$ cat src/fmg_pkg.sv
// shared types and constants for the framed message generator
package fmg_pkg;

    localparam int CMD_W       = 8;
    localparam int PAYLOAD_W   = 64;
    localparam int BYTE_W      = 8;
    localparam int CRC_W       = 16;
    localparam int SEQ_W       = 8;
    localparam int POS_W       = 4;
    localparam int QUEUE_DEPTH = 2;
    localparam int IN_DATA_W   = CMD_W + PAYLOAD_W;

    localparam logic [BYTE_W-1:0] FRAME_OPEN  = 8'h3C;
    localparam logic [BYTE_W-1:0] FRAME_CLOSE = 8'h3E;
    localparam logic [SEQ_W-1:0]  COUNT_SKIP  = 8'hFF;
    localparam logic [CRC_W-1:0]  CRC_INIT    = 16'hFFFF;
    localparam logic [CRC_W-1:0]  CRC_POLY    = 16'hA001;

    // byte positions within a frame
    localparam logic [POS_W-1:0] POS_OPEN    = 4'd0;
    localparam logic [POS_W-1:0] POS_SEQ     = 4'd1;
    localparam logic [POS_W-1:0] POS_CMD     = 4'd2;
    localparam logic [POS_W-1:0] POS_PAY0    = 4'd3;
    localparam logic [POS_W-1:0] POS_CRC_LO  = 4'd11;
    localparam logic [POS_W-1:0] POS_CRC_HI  = 4'd12;
    localparam logic [POS_W-1:0] POS_CLOSE   = 4'd13;

    typedef struct packed {
        logic [SEQ_W-1:0]     seq;
        logic [CMD_W-1:0]     cmd;
        logic [PAYLOAD_W-1:0] payload;
        logic [CRC_W-1:0]     crc;
    } fmg_entry_t;

endpackage

$ cat src/fmg_front.sv
// front end: accepts requests, assigns the sequence number, runs the crc a byte per cycle
module fmg_front (
    input  logic                            clk,
    input  logic                            rst_n,
    input  logic                            in_valid,
    output logic                            in_ready,
    input  logic [fmg_pkg::CMD_W-1:0]       in_cmd,
    input  logic [fmg_pkg::PAYLOAD_W-1:0]   in_payload,
    output logic                            push,
    output fmg_pkg::fmg_entry_t             push_entry,
    input  logic                            queue_full
);
    import fmg_pkg::*;

    localparam int STEP_W = $clog2(BYTE_W) + 1;
    localparam int SPAN_W = BYTE_W * 8;

    function automatic logic [CRC_W-1:0] crc_byte(input logic [CRC_W-1:0] crc_in,
                                                  input logic [BYTE_W-1:0] data);
        logic [CRC_W-1:0] c;
        c = crc_in ^ {{(CRC_W-BYTE_W){1'b0}}, data};
        for (int b = 0; b < BYTE_W; b++)
        begin
            if (c[0])
                c = (c >> 1) ^ CRC_POLY;
            else
                c = c >> 1;
        end
        return c;
    endfunction

    logic                  busy_reg, busy_next;
    logic [STEP_W-1:0]     step_reg, step_next;
    logic [SEQ_W-1:0]      count_reg, count_next;
    logic [CRC_W-1:0]      crc_reg, crc_next;
    logic [SPAN_W-1:0]     span_reg, span_next;
    logic [SEQ_W-1:0]      seq_reg, seq_next;
    logic [CMD_W-1:0]      cmd_reg, cmd_next;
    logic [PAYLOAD_W-1:0]  payload_reg, payload_next;
    logic                  accept;
    logic                  crc_done;
    logic [SEQ_W-1:0]      seq_use;

    assign in_ready = !busy_reg;
    assign accept   = in_valid && !busy_reg;
    assign crc_done = step_reg[STEP_W-1];
    assign push     = busy_reg && crc_done && !queue_full;
    assign seq_use  = (count_reg == COUNT_SKIP) ? '0 : count_reg;

    assign push_entry.seq     = seq_reg;
    assign push_entry.cmd     = cmd_reg;
    assign push_entry.payload = payload_reg;
    assign push_entry.crc     = crc_reg;

    always_comb
    begin
        busy_next    = busy_reg;
        step_next    = step_reg;
        count_next   = count_reg;
        crc_next     = crc_reg;
        span_next    = span_reg;
        seq_next     = seq_reg;
        cmd_next     = cmd_reg;
        payload_next = payload_reg;
        if (accept)
        begin
            busy_next    = 1'b1;
            step_next    = '0;
            count_next   = seq_use + 1'b1;
            crc_next     = CRC_INIT;
            span_next    = {in_payload[SPAN_W-CMD_W-SEQ_W-1:0], in_cmd, seq_use};
            seq_next     = seq_use;
            cmd_next     = in_cmd;
            payload_next = in_payload;
        end
        else if (busy_reg && !crc_done)
        begin
            crc_next  = crc_byte(crc_reg, span_reg[BYTE_W-1:0]);
            span_next = span_reg >> BYTE_W;
            step_next = step_reg + 1'b1;
        end
        else if (push)
        begin
            busy_next = 1'b0;
        end
    end

    always_ff @(posedge clk or negedge rst_n)
    begin
        if (!rst_n)
        begin
            busy_reg  <= 1'b0;
            step_reg  <= '0;
            count_reg <= '0;
        end
        else
        begin
            busy_reg  <= busy_next;
            step_reg  <= step_next;
            count_reg <= count_next;
        end
    end

    always_ff @(posedge clk)
    begin
        crc_reg     <= crc_next;
        span_reg    <= span_next;
        seq_reg     <= seq_next;
        cmd_reg     <= cmd_next;
        payload_reg <= payload_next;
    end

`ifndef SYNTH
    a_step_range: assert property (@(posedge clk) disable iff (!rst_n)
        step_reg <= STEP_W'(BYTE_W))
        else $error("crc step counter out of range");
    a_push_clears_busy: assert property (@(posedge clk) disable iff (!rst_n)
        push |=> !busy_reg)
        else $error("front still busy after push");
    a_seq_never_skip: assert property (@(posedge clk) disable iff (!rst_n)
        push |-> push_entry.seq != COUNT_SKIP)
        else $error("reserved sequence value sent");
`endif
endmodule

$ cat src/fmg_queue.sv
// short queue between the front and back ends
module fmg_queue (
    input  logic                clk,
    input  logic                rst_n,
    input  logic                push,
    input  fmg_pkg::fmg_entry_t push_entry,
    output logic                full,
    input  logic                pop,
    output logic                head_valid,
    output fmg_pkg::fmg_entry_t head_entry
);
    import fmg_pkg::*;

    localparam int PTR_W = (QUEUE_DEPTH > 1) ? $clog2(QUEUE_DEPTH) : 1;
    localparam int CNT_W = $clog2(QUEUE_DEPTH + 1);
    localparam logic [PTR_W-1:0] PTR_LAST = PTR_W'(QUEUE_DEPTH - 1);

    fmg_entry_t         slot_reg [QUEUE_DEPTH];
    logic [PTR_W-1:0]   wr_ptr_reg, wr_ptr_next;
    logic [PTR_W-1:0]   rd_ptr_reg, rd_ptr_next;
    logic [CNT_W-1:0]   cnt_reg, cnt_next;
    logic               do_push;
    logic               do_pop;

    assign full       = (cnt_reg == CNT_W'(QUEUE_DEPTH));
    assign head_valid = (cnt_reg != '0);
    assign head_entry = slot_reg[rd_ptr_reg];
    assign do_push    = push && !full;
    assign do_pop     = pop && head_valid;

    always_comb
    begin
        wr_ptr_next = wr_ptr_reg;
        rd_ptr_next = rd_ptr_reg;
        cnt_next    = cnt_reg;
        if (do_push)
            wr_ptr_next = (wr_ptr_reg == PTR_LAST) ? '0 : wr_ptr_reg + 1'b1;
        if (do_pop)
            rd_ptr_next = (rd_ptr_reg == PTR_LAST) ? '0 : rd_ptr_reg + 1'b1;
        if (do_push && !do_pop)
            cnt_next = cnt_reg + 1'b1;
        else if (do_pop && !do_push)
            cnt_next = cnt_reg - 1'b1;
    end

    always_ff @(posedge clk or negedge rst_n)
    begin
        if (!rst_n)
        begin
            wr_ptr_reg <= '0;
            rd_ptr_reg <= '0;
            cnt_reg    <= '0;
        end
        else
        begin
            wr_ptr_reg <= wr_ptr_next;
            rd_ptr_reg <= rd_ptr_next;
            cnt_reg    <= cnt_next;
        end
    end

    always_ff @(posedge clk)
    begin
        if (do_push)
            slot_reg[wr_ptr_reg] <= push_entry;
    end

`ifndef SYNTH
    a_cnt_range: assert property (@(posedge clk) disable iff (!rst_n)
        cnt_reg <= CNT_W'(QUEUE_DEPTH))
        else $error("queue count out of range");
    a_no_overflow: assert property (@(posedge clk) disable iff (!rst_n)
        push |-> !full)
        else $error("push into full queue");
    a_ptr_gap: assert property (@(posedge clk) disable iff (!rst_n)
        (cnt_reg == '0) |-> (wr_ptr_reg == rd_ptr_reg))
        else $error("empty queue with pointers apart");
`endif
endmodule

$ cat src/fmg_back.sv
// back end: walks one queued frame out a byte per cycle while out_ready is not held low, through an output register
module fmg_back (
    input  logic                        clk,
    input  logic                        rst_n,
    input  logic                        head_valid,
    input  fmg_pkg::fmg_entry_t         head_entry,
    output logic                        pop,
    output logic                        out_valid,
    input  logic                        out_ready,
    output logic [fmg_pkg::BYTE_W-1:0]  out_byte,
    output logic                        out_last
);
    import fmg_pkg::*;

    localparam int PIDX_W = $clog2(PAYLOAD_W / BYTE_W);

    fmg_entry_t           entry_reg, entry_next;
    logic                 active_reg, active_next;
    logic [POS_W-1:0]     pos_reg, pos_next;
    logic                 out_valid_reg, out_valid_next;
    logic [BYTE_W-1:0]    out_byte_reg, out_byte_next;
    logic                 out_last_reg, out_last_next;
    logic                 advance;
    logic                 emit;
    logic                 at_close;
    logic [PIDX_W-1:0]    pay_idx;
    logic [BYTE_W-1:0]    cur_byte;

    assign advance  = !out_valid_reg || out_ready;
    assign emit     = advance && active_reg;
    assign at_close = (pos_reg == POS_CLOSE);
    assign pop      = head_valid && (!active_reg || (emit && at_close));
    assign pay_idx  = PIDX_W'(pos_reg - POS_PAY0);

    always_comb
    begin
        unique case (pos_reg)
            POS_OPEN:   cur_byte = FRAME_OPEN;
            POS_SEQ:    cur_byte = entry_reg.seq;
            POS_CMD:    cur_byte = entry_reg.cmd;
            POS_CRC_LO: cur_byte = entry_reg.crc[BYTE_W-1:0];
            POS_CRC_HI: cur_byte = entry_reg.crc[CRC_W-1:BYTE_W];
            POS_CLOSE:  cur_byte = FRAME_CLOSE;
            default:    cur_byte = entry_reg.payload[BYTE_W*pay_idx +: BYTE_W];
        endcase
    end

    always_comb
    begin
        entry_next     = entry_reg;
        active_next    = active_reg;
        pos_next       = pos_reg;
        out_valid_next = out_valid_reg;
        out_byte_next  = out_byte_reg;
        out_last_next  = out_last_reg;
        if (advance)
        begin
            out_valid_next = active_reg;
            out_byte_next  = cur_byte;
            out_last_next  = at_close;
        end
        if (emit)
        begin
            pos_next = pos_reg + 1'b1;
            if (at_close)
                active_next = 1'b0;
        end
        if (pop)
        begin
            entry_next  = head_entry;
            active_next = 1'b1;
            pos_next    = POS_OPEN;
        end
    end

    always_ff @(posedge clk or negedge rst_n)
    begin
        if (!rst_n)
        begin
            active_reg    <= 1'b0;
            pos_reg       <= POS_OPEN;
            out_valid_reg <= 1'b0;
        end
        else
        begin
            active_reg    <= active_next;
            pos_reg       <= pos_next;
            out_valid_reg <= out_valid_next;
        end
    end

    always_ff @(posedge clk)
    begin
        entry_reg    <= entry_next;
        out_byte_reg <= out_byte_next;
        out_last_reg <= out_last_next;
    end

    assign out_valid = out_valid_reg;
    assign out_byte  = out_byte_reg;
    assign out_last  = out_last_reg;

`ifndef SYNTH
    a_pos_range: assert property (@(posedge clk) disable iff (!rst_n)
        active_reg |-> pos_reg <= POS_CLOSE)
        else $error("frame position out of range");
    a_last_is_close: assert property (@(posedge clk) disable iff (!rst_n)
        (out_valid_reg && out_last_reg) |-> out_byte_reg == FRAME_CLOSE)
        else $error("last flag on a byte other than the closing mark");
    a_open_after_pop: assert property (@(posedge clk) disable iff (!rst_n)
        pop |=> (active_reg && pos_reg == POS_OPEN))
        else $error("frame did not restart at the opening mark");
`endif
endmodule

$ cat src/framed_message_generator_crc16.sv
// top level of the crc-16 framed message generator
//
//  channel  dir  tdata                                     tuser  tlast
//  s_axis   in   [7:0] message_command, [71:8] payload      -      -
//  m_axis   out  [7:0] frame_byte                           -      frame_last
//
// each request becomes a 14 byte frame sent one byte per cycle while the output
// is not stalled; the back end byte walk sets the rate at which requests are taken
// the front end runs the byte-serial crc and takes no new request until the
// last one is pushed; it works ahead into a two-entry queue
// reset clears the sequence counter, the queue and the output valid flag
// output backpressure stalls only the back end until the queue fills
module framed_message_generator_crc16 (
    input  logic                              clk,
    input  logic                              rst_n,
    input  logic                              s_axis_tvalid,
    output logic                              s_axis_tready,
    input  logic [fmg_pkg::IN_DATA_W-1:0]     s_axis_tdata,   // message_command, payload_bytes
    output logic                              m_axis_tvalid,
    input  logic                              m_axis_tready,
    output logic [fmg_pkg::BYTE_W-1:0]        m_axis_tdata,   // frame_byte
    output logic                              m_axis_tlast
);
    import fmg_pkg::*;

    logic        push;
    fmg_entry_t  push_entry;
    logic        queue_full;
    logic        pop;
    logic        head_valid;
    fmg_entry_t  head_entry;

    fmg_front u_front (
        .clk        (clk),
        .rst_n      (rst_n),
        .in_valid   (s_axis_tvalid),
        .in_ready   (s_axis_tready),
        .in_cmd     (s_axis_tdata[CMD_W-1:0]),
        .in_payload (s_axis_tdata[IN_DATA_W-1:CMD_W]),
        .push       (push),
        .push_entry (push_entry),
        .queue_full (queue_full)
    );

    fmg_queue u_queue (
        .clk        (clk),
        .rst_n      (rst_n),
        .push       (push),
        .push_entry (push_entry),
        .full       (queue_full),
        .pop        (pop),
        .head_valid (head_valid),
        .head_entry (head_entry)
    );

    fmg_back u_back (
        .clk        (clk),
        .rst_n      (rst_n),
        .head_valid (head_valid),
        .head_entry (head_entry),
        .pop        (pop),
        .out_valid  (m_axis_tvalid),
        .out_ready  (m_axis_tready),
        .out_byte   (m_axis_tdata),
        .out_last   (m_axis_tlast)
    );

endmodule

$ cat config.mk
export PLATFORM = sky130hd
export DESIGN_NAME = framed_message_generator_crc16
export DESIGN_NICKNAME = d
export VERILOG_FILES = /design/src/fmg_pkg.sv /design/src/fmg_front.sv /design/src/fmg_queue.sv /design/src/fmg_back.sv /design/src/framed_message_generator_crc16.sv
export SDC_FILE = /design/constraint.sdc
export NUM_CORES = 1
export LEC_CHECK = 0
export ABC_CLOCK_PERIOD_IN_PS = 5580
export BUFFER_PORTS_ARGS = -buffer_cell sky130_fd_sc_hd__buf_4
export CAP_MARGIN = 20
export CORE_UTILIZATION = 45
export CTS_CLUSTER_SIZE = 20
export DETAILED_ROUTE_END_ITERATION = 10
export SETUP_SLACK_MARGIN = 0.2
export SYNTH_ARGS = -nofsm -noshare
export SYNTH_HDL_FRONTEND = slang
export SYNTH_SLANG_ARGS = --single-unit
$ cat constraint.sdc
create_clock -name clk -period 5.58 [get_ports clk]
set_clock_uncertainty 0.2 [all_clocks]
set_input_delay 0.279 -clock clk [delete_from_list [all_inputs] [get_ports clk]]
set_output_delay 0.279 -clock clk [all_outputs]
set_load 0.03 [all_outputs]
==> impl_metrics.ini, run 1 <==
[status]
run_status = finished clean

[timing]
setup-violations-final = 0
rsz0062_at_grt = no
final_tns_setup_ns = 0
final.period_utilization = 0.6170
finalCriticalPeriod_ns = 3.443
slew_viol_final = 0
timing.final.hold_violations = 0
hold_slack_ns = 0.2172
tightest_slew_ns = 1.096
slew-limit-headroom = 0.2694
clock.fmax_mhz = 290.5

[pwr]
p_per_area_nw_per_um2 = 542.3
ir_worst_vdd_v = 0.0003691
leakage_nw = 7.612

[critical_path]
crit_required_ns = 5.56
cell_by_cell_listing_of_the_critical_path = inv_1, nor2_1, nor2_1, inv_2, buf_4
crit_type = reg -> reg
critPathMaxFanout = 54
data_arrival_time_of_the_worst_path_ns = 3.42
crit_path_end_kind = flop
critPathLaunchType = flop
most_frequent_cp_cell = sky130_fd_sc_hd__nor2_1
critical-path-max-stage-delay_ns = 0.82
critical_path.slowest_cell = sky130_fd_sc_hd__nor2_1

[detailed_routing]
drtPass1Iterations = 4
drt-vias-per-instance = 5.037
drc_errors = 0
dr_total_vias = 8900
drt_wl_cell_um = 19.74
drt_first_iter_violations = 653
drtAntennaViolNets = 0
wl_mm = 34.87

[finish]
post_route_cells_drive_above_1_share = 0.2322
fin_area_sq_um = 21430
final_cell_count_no_fill = 1767
design.final.nets = 1293
area.growth.synth_to_final_pct = 19.98
num_antenna_cells = 0
number_of_flip_flops_in_the_largest_register = 192
filler_cell_count = 3117

[place]
detailed_place.area_sq_um = 19110
place_congestion = 0.8096
quantity_of_i_o_buffers_inserted_on_ports = 86
place_hpwl_mm = 21.35
placedCellCount = 1601

[die]
std_cell_rows = 72
floorplan.io_pins = 87
initial_core_util = 0.4590
chipHeight_um = 201.2
floorplan.die.width_um = 201.2
fp.coreArea_sq_um = 38920
die-area_sq_um = 40500

[clock_network]
clkTransAtPathRegs_ns = 0.06
clock_insertion_delay_worst_skew_ns = 0.56
tritoncts = yes
clock_net_sink_count = 480
ctsRootBufferMaster = sky130_fd_sc_hd__clkbuf_16
cts.path.max_buffers = 3
post-cts-setup-buffers = 0
ctsHtreeMaxLevel = 2
cts-buffers-inserted = 49

[grt]
overall_routing_resource_usage = 0.1754
grt_pass1_vias = 9169
globalRouteMet3Util = 0.02932
grt.met1_usage = 0.2570
global_route.peak_usage_layer = met2
gr-total-overflow = 0
gr-usage-met2 = 0.2730
number_of_antenna_violations_at_the_first_check_in_global_routing = 0
largest_net_degree_at_the_start_of_global_routing = 76
global_route_wire_length_before_repair_mm = 53.74

[synthesis]
synth_top_area_frac = 0.7413
yosys_most_used_dff = sky130_fd_sc_hd__edfxtp_1
synth.top_cells.by_area = sky130_fd_sc_hd__edfxtp_1 74%, sky130_fd_sc_hd__mux2_2 6.5%, sky130_fd_sc_hd__nand2_1 3.4%
syn_nets = 1111
synthArstFlopShare = 0.04792
synthTopCellsByCount = 441 x sky130_fd_sc_hd__edfxtp_1, 164 x sky130_fd_sc_hd__nand2_1, 103 x sky130_fd_sc_hd__mux2_2
yosys_reg_bits = 480
synth_enable_flop_cells = 441
yosys.cell_count.top_type = sky130_fd_sc_hd__edfxtp_1
synth.largest_area_cell = sky130_fd_sc_hd__edfxtp_1
netlist_instances = 1028
yosys_warnings = 0
netlist_area_sq_um = 17860
syn_avg_cell_area_sq_um = 17.38
yosysSeqAreaShare = 0.7915
synth.lib_cells_used.distinct = 47

[hold_path]
hold_class = in -> reg

[flow_run]
max-cap-violations = 0
-- cell type report --
cell class	instances	area, sq um	area share
Multi-Input combinational cell	498	3546	0.1655
Clock inverter	15	96.34	0.004495
Clock buffer	75	1459	0.06807
Tap cell	518	648.1	0.03024
Inverter	9	36.28	0.001693
Sequential cell	480	14140	0.6599
Timing Repair Buffer	172	1504	0.07017
-- per-layer routing --
metal | vias up | share of wire
li1 | 4217 | -
met1 | 4458 | 0.48
met2 | 184 | 0.46
met3 | 41 | 0.043
met4 | 0 | 0.016
met5 | - | 0
-- path summary, 6_finish.rpt --
path / to / startpoint / cells past startpoint / slack [ns]
hold reg to reg: u_queue.slot_reg[1][60]$_DFFE_PP_ / u_front.payload_reg[44]$_DFFE_PP_ / 0 / 0.23
setup / recovery: u_front.span_reg[6]$_DFFE_PP_ / u_front.busy_reg$_DFFE_PN0P_ / 5 / 2.14
hold / removal: u_back.out_valid$_DFFE_PN0N_ / m_axis_tready / 3 / 0.22
min in group asynchronous: u_queue.wr_ptr_reg$_DFFE_PN0P_ / rst_n / 4 / 0.55
max in group asynchronous: u_queue.rd_ptr_reg$_DFFE_PN0P_ / rst_n / 4 / 4.44
setup reg to reg: u_front.span_reg[6]$_DFFE_PP_ / u_front.busy_reg$_DFFE_PN0P_ / 5 / 2.14
-- cells by family after synthesis --
| group | after synthesis | share of synthesized area |
|---|---|---|
| compound gates | 80 | 0.02921 |
| xor+xnor | 36 | 0.01968 |
| fa+ha+maj | 7 | 0.004903 |
| buf+inv | 50 | 0.01114 |
| flops | 480 | 0.7915 |
| mux | 129 | 0.08580 |
| simple gates | 246 | 0.05779 |
-- layout by cell type (no fill, tap or decap), types with 3 or more instances in the layout --
master	count
sky130_fd_sc_hd__a21oi_1	23
sky130_fd_sc_hd__a22o_1	5
sky130_fd_sc_hd__a22oi_1	9
sky130_fd_sc_hd__a311oi_1	3
sky130_fd_sc_hd__a31oi_1	3
sky130_fd_sc_hd__and2_1	10
sky130_fd_sc_hd__and3_1	11
sky130_fd_sc_hd__buf_4	95
sky130_fd_sc_hd__clkbuf_1	17
sky130_fd_sc_hd__clkbuf_16	53
sky130_fd_sc_hd__clkbuf_8	5
sky130_fd_sc_hd__clkinv_1	6
sky130_fd_sc_hd__clkinv_2	7
sky130_fd_sc_hd__dfrtp_1	22
sky130_fd_sc_hd__dfxtp_1	16
sky130_fd_sc_hd__dlygate4sd3_1	75
sky130_fd_sc_hd__edfxtp_1	441
sky130_fd_sc_hd__ha_1	7
sky130_fd_sc_hd__inv_1	7
sky130_fd_sc_hd__mux2_2	103
sky130_fd_sc_hd__mux2i_1	17
sky130_fd_sc_hd__mux4_2	9
sky130_fd_sc_hd__nand2_1	164
sky130_fd_sc_hd__nand2b_1	4
sky130_fd_sc_hd__nand3_1	11
sky130_fd_sc_hd__nor2_1	32
sky130_fd_sc_hd__nor3_1	4
sky130_fd_sc_hd__nor3b_1	3
sky130_fd_sc_hd__o21ai_0	21
sky130_fd_sc_hd__o22a_1	5
sky130_fd_sc_hd__xnor2_1	23
sky130_fd_sc_hd__xor2_1	9
-- stage by stage --
step                setup slack [ns]  utilization  total power, mW
floorplan                     0.2415            -            7.628
global placement               2.201       0.4909            8.495
detailed placement             2.157       0.4909            8.550
CTS                            2.121       0.5507            11.75
global route                   1.866       0.5507            12.20
finish                         2.137       0.5507            11.62
-- critical path: cells and delay by family (launching register included) --
kind	cells	cell delay (ns)
and+or+nand+nor	2	1.00
DFF	1	0.40
buffers and inverters	3	1.37
-- power breakdown --
group	internal (mW)	total, mW	switching (mW)	leakage [nW]
clock	1.84	3.13	1.29	0.765
combinational	1.30	2.95	1.66	2.36
sequential	5.05	5.54	0.482	4.49
-- what timing repair did --
| item | in CTS | in global routing |
|---|---|---|
| hold buffers | 76 | 0 |
| endpoints found under the hold margin | 153 | 0 |
| resized for setup | 0 | 0 |
No activity file was read; power rests on OpenSTA's default activity.
==> inputs of run 2 (changes only) <==
--- a/config.mk
+++ b/config.mk
@@ -5,7 +5,7 @@
 export SDC_FILE = /design/constraint.sdc
 export NUM_CORES = 1
 export LEC_CHECK = 0
-export ABC_CLOCK_PERIOD_IN_PS = 5580
+export ABC_CLOCK_PERIOD_IN_PS = 2900
 export BUFFER_PORTS_ARGS = -buffer_cell sky130_fd_sc_hd__buf_4
 export CAP_MARGIN = 20
 export CORE_UTILIZATION = 45
==> constraint.sdc (replaced) <==
create_clock -name clk -period 2.9 [get_ports clk]
set_clock_uncertainty 0.2 [all_clocks]
set_input_delay 0.145 -clock clk [delete_from_list [all_inputs] [get_ports clk]]
set_output_delay 0.145 -clock clk [all_outputs]
set_load 0.03 [all_outputs]
==> run 2 against run 1 <==
Register-to-register slack worse by 1.7 ns. Wire length is 1.0% higher. Sequential share of layout area is 0.68 points lower. Largest cell class unchanged. Highest routed layer unchanged.
==> impl_metrics.ini, run 2 (same netlist as run 1, synthesis figures left out) <==
[status]
run_status = finished clean

[detailed_routing]
drt_wl_cell_um = 19.81
drtAntennaViolNets = 0
wl_mm = 35.23
drt_first_iter_violations = 629
drc_errors = 0
dr_total_vias = 8931
drt-vias-per-instance = 5.023
drtPass1Iterations = 5

[clock_network]
tritoncts = yes
clock_insertion_delay_worst_skew_ns = 0.58
cts-buffers-inserted = 49
clock_net_sink_count = 480
post-cts-setup-buffers = 0
cts.path.max_buffers = 3
clkTransAtPathRegs_ns = 0.07
ctsHtreeMaxLevel = 2
ctsRootBufferMaster = sky130_fd_sc_hd__clkbuf_16

[critical_path]
crit_type = reg -> reg
rr_worst_depth = 6
critPathMaxFanout = 12
end_of_the_worst_register_to_register_path = u_back.out_byte[7]$_DFFE_PN_
critPathLaunchType = flop
setup.worst_path.start = u_back.pos_reg[0]$_DFFE_PN0P_
r2r_start = u_back.pos_reg[0]$_DFFE_PN0P_
rrSetupSlack_ns = 0.45
crit_path_end_kind = flop
crit_required_ns = 2.99
critical_path.endpoint = u_back.out_byte[7]$_DFFE_PN_
data_arrival_time_of_the_worst_path_ns = 2.54

[timing]
finalCriticalPeriod_ns = 2.448
tightest_slew_ns = 0.7245
setup-violations-final = 0
slew_viol_final = 0
hold_slack_ns = 0.08142
clock.fmax_mhz = 408.5
slew-limit-headroom = 0.5170
rsz0062_at_grt = no
final.period_utilization = 0.8440
final_tns_setup_ns = 0
timing.final.hold_violations = 0

[flow_run]
max-cap-violations = 0

[finish]
fin_area_sq_um = 21650
post_route_cells_drive_above_1_share = 0.2492
area.growth.synth_to_final_pct = 21.22
number_of_flip_flops_in_the_largest_register = 192
design.final.nets = 1304
num_antenna_cells = 0
layout_common_cells = 441 x sky130_fd_sc_hd__edfxtp_1, 163 x sky130_fd_sc_hd__nand2_1, 103 x sky130_fd_sc_hd__mux2_2, 99 x sky130_fd_sc_hd__buf_4, 76 x sky130_fd_sc_hd__dlygate4sd3_1
leading_cell_type_in_the_layout_fill_and_taps_excluded = sky130_fd_sc_hd__edfxtp_1
final_cell_count_no_fill = 1778

[grt]
gr-total-overflow = 0
largest_net_degree_at_the_start_of_global_routing = 75
number_of_antenna_violations_at_the_first_check_in_global_routing = 0
grt_pass1_vias = 9023
global_route_wire_length_before_repair_mm = 53.53
overall_routing_resource_usage = 0.1764

[place]
quantity_of_i_o_buffers_inserted_on_ports = 86
place_congestion = 0.7651
detailed_place.area_sq_um = 19290
place_hpwl_mm = 22.03
placedCellCount = 1611

[pwr]
share_of_total_power_consumed_by_net_switching = 0.2934
share_seq_of_total_power = 0.463
ir_worst_vdd_v = 0.0006665
clockPowerShare = 0.272
combPwrFrac = 0.264
internal_power_mw = 15.96
p_per_area_nw_per_um2 = 1043
total_switching_power_mw = 6.628
leakage_nw = 7.701
totalPowerFinal_mw = 22.59

[die]
floorplan.io_pins = 87
chipHeight_um = 201.2
std_cell_rows = 72
initial_core_util = 0.4590
floorplan.die.width_um = 201.2
fp.coreArea_sq_um = 38920
die-area_sq_um = 40500

[hold_path]
hold_class = in -> reg
==> run 2: power by group through the flow <==
stage	clock (mW)	sequential, mW	combinational (mW)
6_report	6.15	10.5	5.97
5_1_grt	6.54	10.6	6.56
4_1_cts	6.30	10.5	6.09
3_5_place_dp	0	10.6	5.96
3_3_place_gp	0	10.6	5.85
2_1_floorplan	0	10.4	4.25
==> run 2: layer usage <==
layer	vias up	track usage	share of wire
li1	4241	-	-
met1	4459	0.2558	0.48
met2	184	0.2777	0.46
met3	47	0.02543	0.036
met4	0	0.05357	0.018
met5	-	0	0
==> run 2: worst min-delay path by stage <==
stage                           from                                end  slack (ns)  depth (start not counted)
floorplan                      rst_n      u_back.active_reg$_DFFE_PN0P_       -0.35                          0
global route        s_axis_tdata[64]  u_front.payload_reg[56]$_DFFE_PP_        0.07                          2
CTS                 s_axis_tdata[64]  u_front.payload_reg[56]$_DFFE_PP_        0.05                          2
global placement               rst_n   u_front.count_reg[7]$_DFFE_PN0P_       -0.11                          1
detailed placement             rst_n   u_front.count_reg[7]$_DFFE_PN0P_       -0.11                          1
finish              s_axis_tdata[64]  u_front.payload_reg[56]$_DFFE_PP_        0.08                          2
==> run 2: per-stage QoR <==
stage	setup slack (ns)	util
after floorplan	-0.7162	-
after detailed placement	0.3498	0.4956
after global routing	0.3075	0.5564
after CTS	0.3622	0.5563
after global placement	0.4662	0.4956
final	0.4523	0.5564
==> run 2: repair_timing <==
action,4_1_cts,5_1_grt
setup endpoints to repair,0,4
gates resized for setup,0,1
endpoints found under the hold margin,165,0
hold buffers,77,0
==> run 2: critical path, cell delays in order (launching register included) <==
cell,delay [ns]
sky130_fd_sc_hd__dfrtp_1,0.46
sky130_fd_sc_hd__ha_2,0.37
sky130_fd_sc_hd__xor2_1,0.45
sky130_fd_sc_hd__and2_1,0.33
sky130_fd_sc_hd__a22oi_1,0.14
sky130_fd_sc_hd__o21ai_0,0.10
sky130_fd_sc_hd__o21ai_0,0.10
==> run 2: final cells by class <==
type	instances	area [sq um]
well taps	518	648.1
flip-flops and latches	480	14140
multi-input cells	498	3578
clock buffers	62	1315
fillers	3023	17260
inverters	9	36.28
clock inverters	28	269.0
repair buffers	183	1664
==> inputs of run 3 (changes only) <==
--- a/config.mk
+++ b/config.mk
@@ -5,7 +5,7 @@
 export SDC_FILE = /design/constraint.sdc
 export NUM_CORES = 1
 export LEC_CHECK = 0
-export ABC_CLOCK_PERIOD_IN_PS = 2900
+export ABC_CLOCK_PERIOD_IN_PS = 2200
 export BUFFER_PORTS_ARGS = -buffer_cell sky130_fd_sc_hd__buf_4
 export CAP_MARGIN = 20
 export CORE_UTILIZATION = 45
==> constraint.sdc (replaced) <==
create_clock -name clk -period 2.2 [get_ports clk]
set_clock_uncertainty 0.2 [all_clocks]
set_input_delay 0.11 -clock clk [delete_from_list [all_inputs] [get_ports clk]]
set_output_delay 0.11 -clock clk [all_outputs]
set_load 0.03 [all_outputs]
==> run 3 against run 2 <==
Worst hold slack worse by 0.033 ns. Utilization rose by 1.7 points. Cell count is 2.6% higher. Clock-buffer cell count unchanged. Clock power increased by 23%. Critical endpoint unchanged.
==> impl_metrics.ini, run 3 (same netlist as run 1, synthesis figures left out) <==
[die]
chipHeight_um = 201.2
fp.coreArea_sq_um = 38920
die-area_sq_um = 40500
floorplan.die.width_um = 201.2
floorplan.io_pins = 87
initial_core_util = 0.4590
std_cell_rows = 72

[detailed_routing]
drt-vias-per-instance = 5.100
drtPass1Iterations = 7
route.layer.met1.wl_mm = 17.61
drtAntennaViolNets = 0
drt_wl_cell_um = 20.36
dr_total_vias = 9307
met2WireLength_mm = 17.03
routed.top_layer = met4
drc_errors = 0
wl_mm = 37.15
drt_first_iter_violations = 726
wire_length_on_met3_mm = 1.747

[critical_path]
crit_path_end_kind = flop
critical_path.slowest_cell = sky130_fd_sc_hd__dfrtp_1
data_arrival_time_of_the_worst_path_ns = 2.22
cell_by_cell_listing_of_the_critical_path = buf_6, ha_4, buf_12, nor2b_4, a32oi_1, nor2_1, a311oi_2, o21ai_1
crit_required_ns = 2.31
r2r_start = u_back.pos_reg[0]$_DFFE_PN0P_
critical_path.n_buffers_inverters = 2
critPathMaxFanout = 7
critPathLaunchType = flop
crit_type = reg -> reg
gate_family_responsible_for_the_most_delay_along_the_worst_path = compound AO/OA/AOI/OAI gates
setup.worst_path.start = u_back.pos_reg[0]$_DFFE_PN0P_
critical-path-max-stage-delay_ns = 0.42

[grt]
gr-total-overflow = 0
largest_net_degree_at_the_start_of_global_routing = 60
overall_routing_resource_usage = 0.1835
global_route_wire_length_before_repair_mm = 55.57
number_of_antenna_violations_at_the_first_check_in_global_routing = 2
grt_pass1_vias = 9274

[clock_network]
clkTransAtPathRegs_ns = 0.06
cts.path.max_buffers = 3
ctsHtreeMaxLevel = 2
tritoncts = yes
cts-buffers-inserted = 48
clock_net_sink_count = 480
ctsRootBufferMaster = sky130_fd_sc_hd__clkbuf_16
clock_insertion_delay_worst_skew_ns = 0.58

[pwr]
totalPowerFinal_mw = 30.49
ir_worst_vdd_v = 0.0007851
leakage_nw = 7.988
p_per_area_nw_per_um2 = 1367

[timing]
slew_viol_final = 0
timing.final.hold_violations = 0
slew-limit-headroom = 0.5309
finalCriticalPeriod_ns = 2.114
setup-violations-final = 0
clock.fmax_mhz = 473.1
final_tns_setup_ns = 0
tightest_slew_ns = 0.7036
rsz0062_at_grt = yes
final.period_utilization = 0.9607

[finish]
final_cell_count_no_fill = 1825
leading_cell_type_in_the_layout_fill_and_taps_excluded = sky130_fd_sc_hd__edfxtp_1
design.final.nets = 1352
num_antenna_cells = 0
post_route_cells_drive_above_1_share = 0.2953
layout_common_cells = 441 x sky130_fd_sc_hd__edfxtp_1, 163 x sky130_fd_sc_hd__nand2_1, 131 x sky130_fd_sc_hd__buf_4, 103 x sky130_fd_sc_hd__mux2_2, 76 x sky130_fd_sc_hd__dlygate4sd3_1
area.growth.synth_to_final_pct = 24.90
number_of_flip_flops_in_the_largest_register = 192

[place]
quantity_of_i_o_buffers_inserted_on_ports = 86
placedCellCount = 1632
place_congestion = 0.7739
place_hpwl_mm = 23.33

[status]
run_status = finished clean

[hold_path]
hold_path_startpoint = s_axis_tdata[64]
hold_class = in -> reg

[flow_run]
max-cap-violations = 0
## run 3: changes by cell type in the layout (fill, tap and decap cells not counted), moves of 7 or more
cell                      before  now
sky130_fd_sc_hd__buf_4        99  131
sky130_fd_sc_hd__xnor2_1      23   15
sky130_fd_sc_hd__o21ai_0      21   14
sky130_fd_sc_hd__o21ai_1       0    7
sky130_fd_sc_hd__xnor2_2       1    9
sky130_fd_sc_hd__buf_12        8   18
## run 3: per-stage QoR
stage	hold slack [ns]	cell area [sq um]	worst slack [ns]	utilization
after floorplan	-0.3856	17990	-1.416	-
after global placement	-0.1424	19590	-0.1076	0.5035
after detailed placement	-0.1419	19590	-0.1782	0.5035
after CTS	0.01310	22000	0.09351	0.5654
after global routing	0.03425	22310	0.06322	0.5733
final	0.04850	22310	0.08644	0.5733
## run 3: routing by layer
layer	GRT usage	up-vias
met5	0	-
met4	0.05844	0
met3	0.02883	49
met2	0.2778	246
met1	0.2733	4675
li1	-	4337
## run 3: power by group
group          internal (mW)  leakage [nW]  switching, mW
combinational           4.33          2.80           4.83
sequential              12.8          4.48          0.974
clock                   4.19         0.704           3.36
total                   21.3          7.99           9.16
## run 3: what timing repair did
action,CTS,global route
gates resized for setup,22,23
pin swaps,15,8
setup endpoints to repair,60,106
hold endpoints to repair,165,0
gates cloned,1,3
buffers inserted,9,15
hold buffers,77,0
## run 3: cell type report
class,count,area [sq um]
fillers,2945,16610
flip-flops and latches,480,14150
multi-input cells,498,3791
repair buffers,232,2241
clock buffers,62,1264
well taps,518,648.1
clock inverters,26,180.2
inverters,9,41.29
## run 3: worst paths after layout
kind,slack (ns),to,cells after the start
max in group asynchronous,1.22,u_front.count_reg[5]$_DFFE_PN0P_,4
max reg2reg,0.09,u_back.out_byte[7]$_DFFE_PN_,8
min,0.05,u_front.payload_reg[56]$_DFFE_PP_,2
max,0.09,u_back.out_byte[7]$_DFFE_PN_,8
min in group asynchronous,0.40,u_queue.wr_ptr_reg$_DFFE_PN0P_,4
min reg2reg,0.24,u_queue.slot_reg[0][77]$_DFFE_PP_,0
